`src/design/gbh_pkg.sv`:
```
// ----------------------------------------------------------------------------
// gbh_pkg
// Shared types, sizes and button masks of the gamepad hold tracker.
// ----------------------------------------------------------------------------
package gbh_pkg;

  localparam int PADS      = 4;
  localparam int BUTTONS   = 14;
  localparam int HOLD_BITS = 16;

  localparam int PAD_W   = (PADS > 1) ? $clog2(PADS) : 1;
  localparam int BTN_W   = (BUTTONS > 1) ? $clog2(BUTTONS) : 1;
  localparam int COUNT_W = $clog2(PADS + 1);

  localparam logic [HOLD_BITS-1:0] HOLD_MAX = {HOLD_BITS{1'b1}};

  localparam logic OP_POLL  = 1'b0;
  localparam logic OP_QUERY = 1'b1;

  typedef struct packed {
    logic               op;
    logic [1:0]         pad;
    logic               linked;
    logic [15:0]        button_word;
    logic [7:0]         left_trig_in;
    logic [7:0]         right_trig_in;
    logic signed [15:0] left_x_in;
    logic signed [15:0] left_y_in;
    logic signed [15:0] right_x_in;
    logic signed [15:0] right_y_in;
    logic [3:0]         button_sel;
  } item_t;

  typedef struct packed {
    logic               held;
    logic               just_pressed;
    logic               just_released;
    logic [15:0]        hold_count;
    logic [15:0]        release_hold;
    logic signed [15:0] left_x_out;
    logic signed [15:0] left_y_out;
    logic signed [15:0] right_x_out;
    logic signed [15:0] right_y_out;
    logic [7:0]         left_trig_out;
    logic [7:0]         right_trig_out;
    logic [2:0]         linked_count;
  } result_t;

  typedef struct packed {
    logic [BUTTONS-1:0]                cur;
    logic [BUTTONS-1:0]                prev;
    logic [BUTTONS-1:0][HOLD_BITS-1:0] hold;
    logic [BUTTONS-1:0][HOLD_BITS-1:0] rel;
    logic [7:0]                        trig_l;
    logic [7:0]                        trig_r;
    logic [15:0]                       lx;
    logic [15:0]                       ly;
    logic [15:0]                       rx;
    logic [15:0]                       ry;
  } pad_row_t;

  function automatic logic [15:0] button_mask(input logic [3:0] b);
    logic [15:0] m;
    case (b)
      4'd0:    m = 16'h1000;
      4'd1:    m = 16'h2000;
      4'd2:    m = 16'h4000;
      4'd3:    m = 16'h8000;
      4'd4:    m = 16'h0100;
      4'd5:    m = 16'h0200;
      4'd6:    m = 16'h0040;
      4'd7:    m = 16'h0080;
      4'd8:    m = 16'h0020;
      4'd9:    m = 16'h0010;
      4'd10:   m = 16'h0001;
      4'd11:   m = 16'h0002;
      4'd12:   m = 16'h0004;
      4'd13:   m = 16'h0008;
      default: m = 16'h0000;
    endcase
    return m;
  endfunction

  function automatic logic [15:0] low_word(input logic [HOLD_BITS-1:0] v);
    logic [31:0] w;
    w = 32'(v);
    return w[15:0];
  endfunction

endpackage

```
`src/design/gbh_pad_ram.sv`:
```
// ----------------------------------------------------------------------------
// gbh_pad_ram
// Per-pad state memory, one row per pad, registered read, row valid bits.
// ----------------------------------------------------------------------------
module gbh_pad_ram (
  input  logic                clk,
  input  logic                rst,
  input  logic                rd_en,
  input  logic [gbh_pkg::PAD_W-1:0] rd_addr,
  output gbh_pkg::pad_row_t   rd_data,
  input  logic                wr_en,
  input  logic [gbh_pkg::PAD_W-1:0] wr_addr,
  input  gbh_pkg::pad_row_t   wr_data
);
  import gbh_pkg::*;

  pad_row_t        mem [PADS];
  logic [PADS-1:0] row_valid;

  always_ff @(posedge clk) begin
    if (rst) begin
      row_valid <= '0;
    end else if (wr_en) begin
      row_valid[wr_addr] <= 1'b1;
    end
  end

  always_ff @(posedge clk) begin
    if (wr_en) begin
      mem[wr_addr] <= wr_data;
    end
  end

  // rows never written read as reset state
  always_ff @(posedge clk) begin
    if (rd_en) begin
      rd_data <= row_valid[rd_addr] ? mem[rd_addr] : '0;
    end
  end

endmodule

```
`src/design/gbh_row_update.sv`:
```
// ----------------------------------------------------------------------------
// gbh_row_update
// Applies a poll to a pad row (a query leaves the row as it is) and forms the answer for the queried button.
// ----------------------------------------------------------------------------
module gbh_row_update (
  input  gbh_pkg::item_t    req,
  input  gbh_pkg::pad_row_t row_old,
  input  logic [2:0]        linked_count,
  output gbh_pkg::pad_row_t row_new,
  output gbh_pkg::result_t  res
);
  import gbh_pkg::*;

  logic [BTN_W-1:0] btn_idx;

  always_comb begin
    if (int'(req.button_sel) > BUTTONS - 1) begin
      btn_idx = BTN_W'(BUTTONS - 1);
    end else begin
      btn_idx = BTN_W'(req.button_sel);
    end
  end

  always_comb begin
    row_new = row_old;
    if (req.op == OP_POLL) begin
      row_new.prev = row_old.cur;
      for (int b = 0; b < BUTTONS; b++) begin
        if (req.linked) begin
          if (row_old.cur[b]) begin
            if (row_old.hold[b] != HOLD_MAX) begin
              row_new.hold[b] = row_old.hold[b] + HOLD_BITS'(1);
            end
          end else begin
            if (row_old.prev[b]) begin
              row_new.rel[b] = row_old.hold[b];
            end
            row_new.hold[b] = '0;
          end
          row_new.cur[b] = (req.button_word & button_mask(4'(b))) != 16'h0000;
        end else begin
          if (row_old.cur[b]) begin
            row_new.rel[b] = row_old.hold[b];
          end
          row_new.hold[b] = '0;
          row_new.cur[b]  = 1'b0;
        end
      end
      if (req.linked) begin
        row_new.trig_l = req.left_trig_in;
        row_new.trig_r = req.right_trig_in;
        row_new.lx     = req.left_x_in;
        row_new.ly     = req.left_y_in;
        row_new.rx     = req.right_x_in;
        row_new.ry     = req.right_y_in;
      end else begin
        row_new.trig_l = '0;
        row_new.trig_r = '0;
        row_new.lx     = '0;
        row_new.ly     = '0;
        row_new.rx     = '0;
        row_new.ry     = '0;
      end
    end
  end

  always_comb begin
    res.held           = row_new.cur[btn_idx];
    res.just_pressed   = row_new.cur[btn_idx] && !row_new.prev[btn_idx];
    res.just_released  = row_new.prev[btn_idx] && !row_new.cur[btn_idx];
    res.hold_count     = low_word(row_new.hold[btn_idx]);
    res.release_hold   = low_word(row_new.rel[btn_idx]);
    res.left_x_out     = row_new.lx;
    res.left_y_out     = row_new.ly;
    res.right_x_out    = row_new.rx;
    res.right_y_out    = row_new.ry;
    res.left_trig_out  = row_new.trig_l;
    res.right_trig_out = row_new.trig_r;
    res.linked_count   = linked_count;
  end

endmodule

```
`src/design/gamepad_button_hold_tracker.sv`:
```
// ----------------------------------------------------------------------------
// gamepad_button_hold_tracker
// Button edge and hold tracking for up to four pads, one answer per word.
// ----------------------------------------------------------------------------
// For each word the pad's row is first read from the state memory, then it is
// updated, written back if the word is a poll, and the answer is loaded into the
// result register; the next word is taken only after that, so a new word is not
// accepted while the previous one is in flight. A waiting result holds the word
// in flight, with item_ready low, until the result register is free. State rows
// read as zero after reset through per-row valid bits, with no clearing pass.
module gamepad_button_hold_tracker (
  input  logic             clk,
  input  logic             rst,
  input  logic             item_valid,
  output logic             item_ready,
  input  gbh_pkg::item_t   item,
  output logic             result_valid,
  input  logic             result_ready,
  output gbh_pkg::result_t result
);
  import gbh_pkg::*;

  localparam logic ST_IDLE = 1'b0;
  localparam logic ST_RD   = 1'b1;

  logic             state;
  item_t            req;
  logic [PAD_W-1:0] pad_idx;
  logic [PAD_W-1:0] pad_sel;
  logic [PADS-1:0]  pad_linked;
  logic [PADS-1:0]  pad_linked_next;
  logic [COUNT_W-1:0] linked_total;

  pad_row_t row_old;
  pad_row_t row_new;
  result_t  res;

  logic take;
  logic finish;
  logic ram_wr;

  assign item_ready = (state == ST_IDLE);
  assign take       = item_valid && item_ready;
  assign finish     = (state == ST_RD) && (!result_valid || result_ready);
  assign ram_wr     = finish && (req.op == OP_POLL);

  always_comb begin
    if (int'(item.pad) > PADS - 1) begin
      pad_sel = PAD_W'(PADS - 1);
    end else begin
      pad_sel = PAD_W'(item.pad);
    end
  end

  always_comb begin
    pad_linked_next = pad_linked;
    if (req.op == OP_POLL) begin
      pad_linked_next[pad_idx] = req.linked;
    end
    linked_total = COUNT_W'($countones(pad_linked_next));
  end

  gbh_pad_ram u_ram (
    .clk     (clk),
    .rst     (rst),
    .rd_en   (take),
    .rd_addr (pad_sel),
    .rd_data (row_old),
    .wr_en   (ram_wr),
    .wr_addr (pad_idx),
    .wr_data (row_new)
  );

  gbh_row_update u_update (
    .req          (req),
    .row_old      (row_old),
    .linked_count (3'(linked_total)),
    .row_new      (row_new),
    .res          (res)
  );

  always_ff @(posedge clk) begin
    if (rst) begin
      state        <= ST_IDLE;
      pad_linked   <= '0;
      result_valid <= 1'b0;
    end else begin
      case (state)
        ST_IDLE: begin
          if (take) begin
            state <= ST_RD;
          end
        end
        ST_RD: begin
          if (finish) begin
            state <= ST_IDLE;
          end
        end
        default: begin
          state <= ST_IDLE;
        end
      endcase
      if (finish) begin
        pad_linked   <= pad_linked_next;
        result_valid <= 1'b1;
      end else if (result_ready) begin
        result_valid <= 1'b0;
      end
    end
  end

  always_ff @(posedge clk) begin
    if (take) begin
      req     <= item;
      pad_idx <= pad_sel;
    end
    if (finish) begin
      result <= res;
    end
  end

  // checks
  a_busy_after_take: assert property (@(posedge clk) disable iff (rst)
    take |=> !item_ready)
    else $error("word taken while previous row still in flight");

  a_write_only_on_poll: assert property (@(posedge clk) disable iff (rst)
    ram_wr |-> (state == ST_RD) && (req.op == OP_POLL))
    else $error("state row written outside a poll");

  a_count_bound: assert property (@(posedge clk) disable iff (rst)
    linked_total <= COUNT_W'(PADS))
    else $error("linked pad count out of range");

  a_edges_exclusive: assert property (@(posedge clk) disable iff (rst)
    result_valid |-> !(result.just_pressed && result.just_released))
    else $error("press and release flagged together");

  a_result_follows_finish: assert property (@(posedge clk) disable iff (rst)
    finish |=> result_valid)
    else $error("finished word produced no result");

endmodule

```
`config.mk`:
```
export PLATFORM = sky130hd
export DESIGN_NAME = gamepad_button_hold_tracker
export DESIGN_NICKNAME = d
export VERILOG_FILES = /design/src/design/gbh_pkg.sv /design/src/design/gbh_pad_ram.sv /design/src/design/gbh_row_update.sv /design/src/design/gamepad_button_hold_tracker.sv
export SDC_FILE = /design/constraint.sdc
export NUM_CORES = 2
export LEC_CHECK = 0
export CAP_MARGIN = 20
export CORE_MARGIN = 3
export CORE_UTILIZATION = 58
export CTS_CLUSTER_DIAMETER = 50
export DETAILED_ROUTE_END_ITERATION = 7
export DONT_BUFFER_PORTS = 1
export GPL_TIMING_DRIVEN = 0
export PLACE_DENSITY = 0.78
export SYNTH_ARGS = -nofsm -noshare
export SYNTH_HDL_FRONTEND = slang
export SYNTH_HIERARCHICAL = 1
export SYNTH_SLANG_ARGS = --single-unit
```
`constraint.sdc`:
```
create_clock -name clk -period 54.9 [get_ports clk]
set_clock_uncertainty 0.15 [all_clocks]
set_input_delay 2.745 -clock clk [delete_from_list [all_inputs] [get_ports clk]]
set_output_delay 2.745 -clock clk [all_outputs]
set_load 0.03 [all_outputs]
```
==> impl_metrics.yaml <==
timing:
  clock.fmax_mhz: 141.1
  grt_setup_unrepaired: "false"
  timing.setup.tns_ps: 0
  finalCritPeriodShare_pct: 12.91
  worst_hold_slack_ps: 350.0
  setup_viol_count_final: 0
  timing.slew.headroom_pct: 0.6294
  finalHoldViolations: 0
  final_critical_path_setup_slack_ps: 47810
  tightestPinTransition_ps: 1491
  slew_viol_final: 0
  shortest_clock_period_the_worst_path_allows_after_layout_ps: 7086
setup_path:
  worstPathCellList: "buf_4 -> buf_4 -> buf_6 -> buf_4 -> buf_2 -> buf_2 -> buf_2 -> nand2_1 -> a31oi_1 -> a31oi_1 -> a221oi_1"
  crit_fanout: 12
  criticalPathCategory: "flip-flop to flip-flop"
  timing.critical_path.max_delay_family: "buffers and inverters"
  critical_path_required_ps: 55300
  critical-path-max-stage-delay_ps: 1230
  timing.critical_path.buf_inv: 7
  arrival_ps: 7490
  worstSetupStartpointType: "flip-flop"
  cpMaxStageDelayCell: "sky130_fd_sc_hd__a221oi_1"
  crit_path_end_kind: "flip-flop"
floorplan:
  die_area_um2: 221000
  die_x_um: 470.1
  core_area_um2: 213100
  die-height_um: 470.1
  start_util_pct: 58.60
  rows: 169
  ioPinCount: 228
global_route:
  antenna_violations_before_repair: 32
  global_route.usage.total_pct: 33.39
  grt.overflow.total: 0
  grt_max_degree: 103
  first_global_vias: 70439
  grt_pass1_wl_um: 523700
placement:
  post-dp-hpwl_um: 247400
  buffer_ports.inserted: 0
  placed_standard_cell_area_um2: 130800
  gp_congestion: 1.063
  dp_worst_setup_slack_ps: 48640
routing:
  ant_nets: 0
  detail_route.vias_per_cell: 6.981
  routed-via-count: 72405
  detail_route.drc_violations: 0
  detail_route.wl_per_cell_um: 35.66
  drt_iter0_drc: 11378
  detail_route.first_pass.iterations: 7
  drt_wl_total_um: 369900
hold_path:
  hp-class: "flip-flop to flip-flop"
finish:
  layout-drive-gt1-share_pct: 24.73
  area.sequential_um2: 90290
  fill_cells: 13728
  final_design_area_no_fill_um2: 141400
  most_common_library_cell_in_the_layout_ignoring_fill_and_taps: "sky130_fd_sc_hd__edfxtp_1"
  mostFrequentLayoutCells: "sky130_fd_sc_hd__edfxtp_1 (3000), sky130_fd_sc_hd__mux4_2 (594), sky130_fd_sc_hd__and2_1 (591)"
  area_growth_syn_to_layout_pct: 13.20
  multiInputGateArea_um2: 31620
  nNetsFinal: 7425
clocking:
  cts_made_buffers: 330
  root_buffer: "sky130_fd_sc_hd__clkbuf_16"
  post-cts-setup-buffers: 0
  cts-hold-fix-buffers: 0
  cts_tree: "yes"
  worst_skew_pair.late_latency_ps: 950
  tritoncts_num_sinks: 3010
  post_cts_repair_resize_count: 0
  htree_num_levels: 5
  register_clock_pin_slew_on_the_reported_worst_setup_and_hold_paths_ps: 70
  cts_buffer_depth: 4
run_status:
  outcome: "finished clean"
pwr:
  ir_worst_vdd_mv: 0.03798
  power_density_nw_per_um2: 36.76
  totalPowerFinal_mw: 5.197
  p_leak_nw: 46.86
flow_run:
  timing.max_cap.violations: 0
yosys:
  netlist_area_um2: 124900
  syn-instance-count: 6812
  syn_nets: 6937
  syn-mean-instance-area_um2: 18.34
  synth-warning-count: 6
power breakdown:
group | internal [mW] | switching [mW] | leakage [nW] | total [mW]
logic | 0.125 | 0.255 | 13.7 | 0.380
registers | 2.61 | 0.0581 | 28.1 | 2.67
clock network | 1.25 | 0.893 | 5.04 | 2.15
final cells by class:
| type | instances | area share (%) |
|---|---|---|
| tap | 2821 | 2.496 |
| buffer | 485 | 2.018 |
| sequential | 3010 | 63.85 |
| multi-input combinational | 3264 | 22.37 |
| clock buffer | 381 | 6.051 |
| clock inverter | 185 | 1.271 |
| antenna | 17 | 0.03009 |
| inverter | 53 | 0.1460 |
| timing repair buffer | 156 | 1.767 |
metal layers:
metal  GRT usage [%]  vias to the layer above  share of wire [%]
met4           19.48                       20                7.4
met5               0                        -              0.039
li1                -                    28664                  -
met1           44.65                    36983                 35
met3           11.29                     1175                 14
met2           48.21                     5563                 44
final timing paths:
kind	from	end	slack, ps	depth (start not counted)
max	req[103]	result[103]	47810	11
min	pad_linked[2]	pad_linked[2]	350	2
max reg2reg	req[103]	result[103]	47810	11
min reg2reg	pad_linked[2]	pad_linked[2]	350	2
registers in the layout, indices dropped and copies added (netlist names):
| signal | flops |
|---|---|
| u_ram/mem | 2224 |
| pad_linked | 4 |
| req | 100 |
| result_valid | 1 |
| pad_idx | 2 |
| u_ram/rd_data | 556 |
| state | 1 |
| result | 118 |
| u_ram/row_valid | 4 |
through the flow:
step	cells	util (%)
4_1_cts	10335	66.23
3_5_place_dp	9769	61.37
3_3_place_gp	9633	60.26
2_1_floorplan	6812	-
6_report	10372	66.34
5_1_grt	10357	66.32
worst register-to-register path: stages (launching register included):
cell	delay (ps)
sky130_fd_sc_hd__edfxtp_1	910
sky130_fd_sc_hd__buf_4	340
sky130_fd_sc_hd__buf_4	250
sky130_fd_sc_hd__buf_6	210
sky130_fd_sc_hd__buf_4	410
sky130_fd_sc_hd__buf_2	680
sky130_fd_sc_hd__buf_2	700
sky130_fd_sc_hd__buf_2	640
sky130_fd_sc_hd__nand2_1	210
sky130_fd_sc_hd__a31oi_1	570
sky130_fd_sc_hd__a31oi_1	380
sky130_fd_sc_hd__a221oi_1	1230
Power figures use the tool's default switching activity.
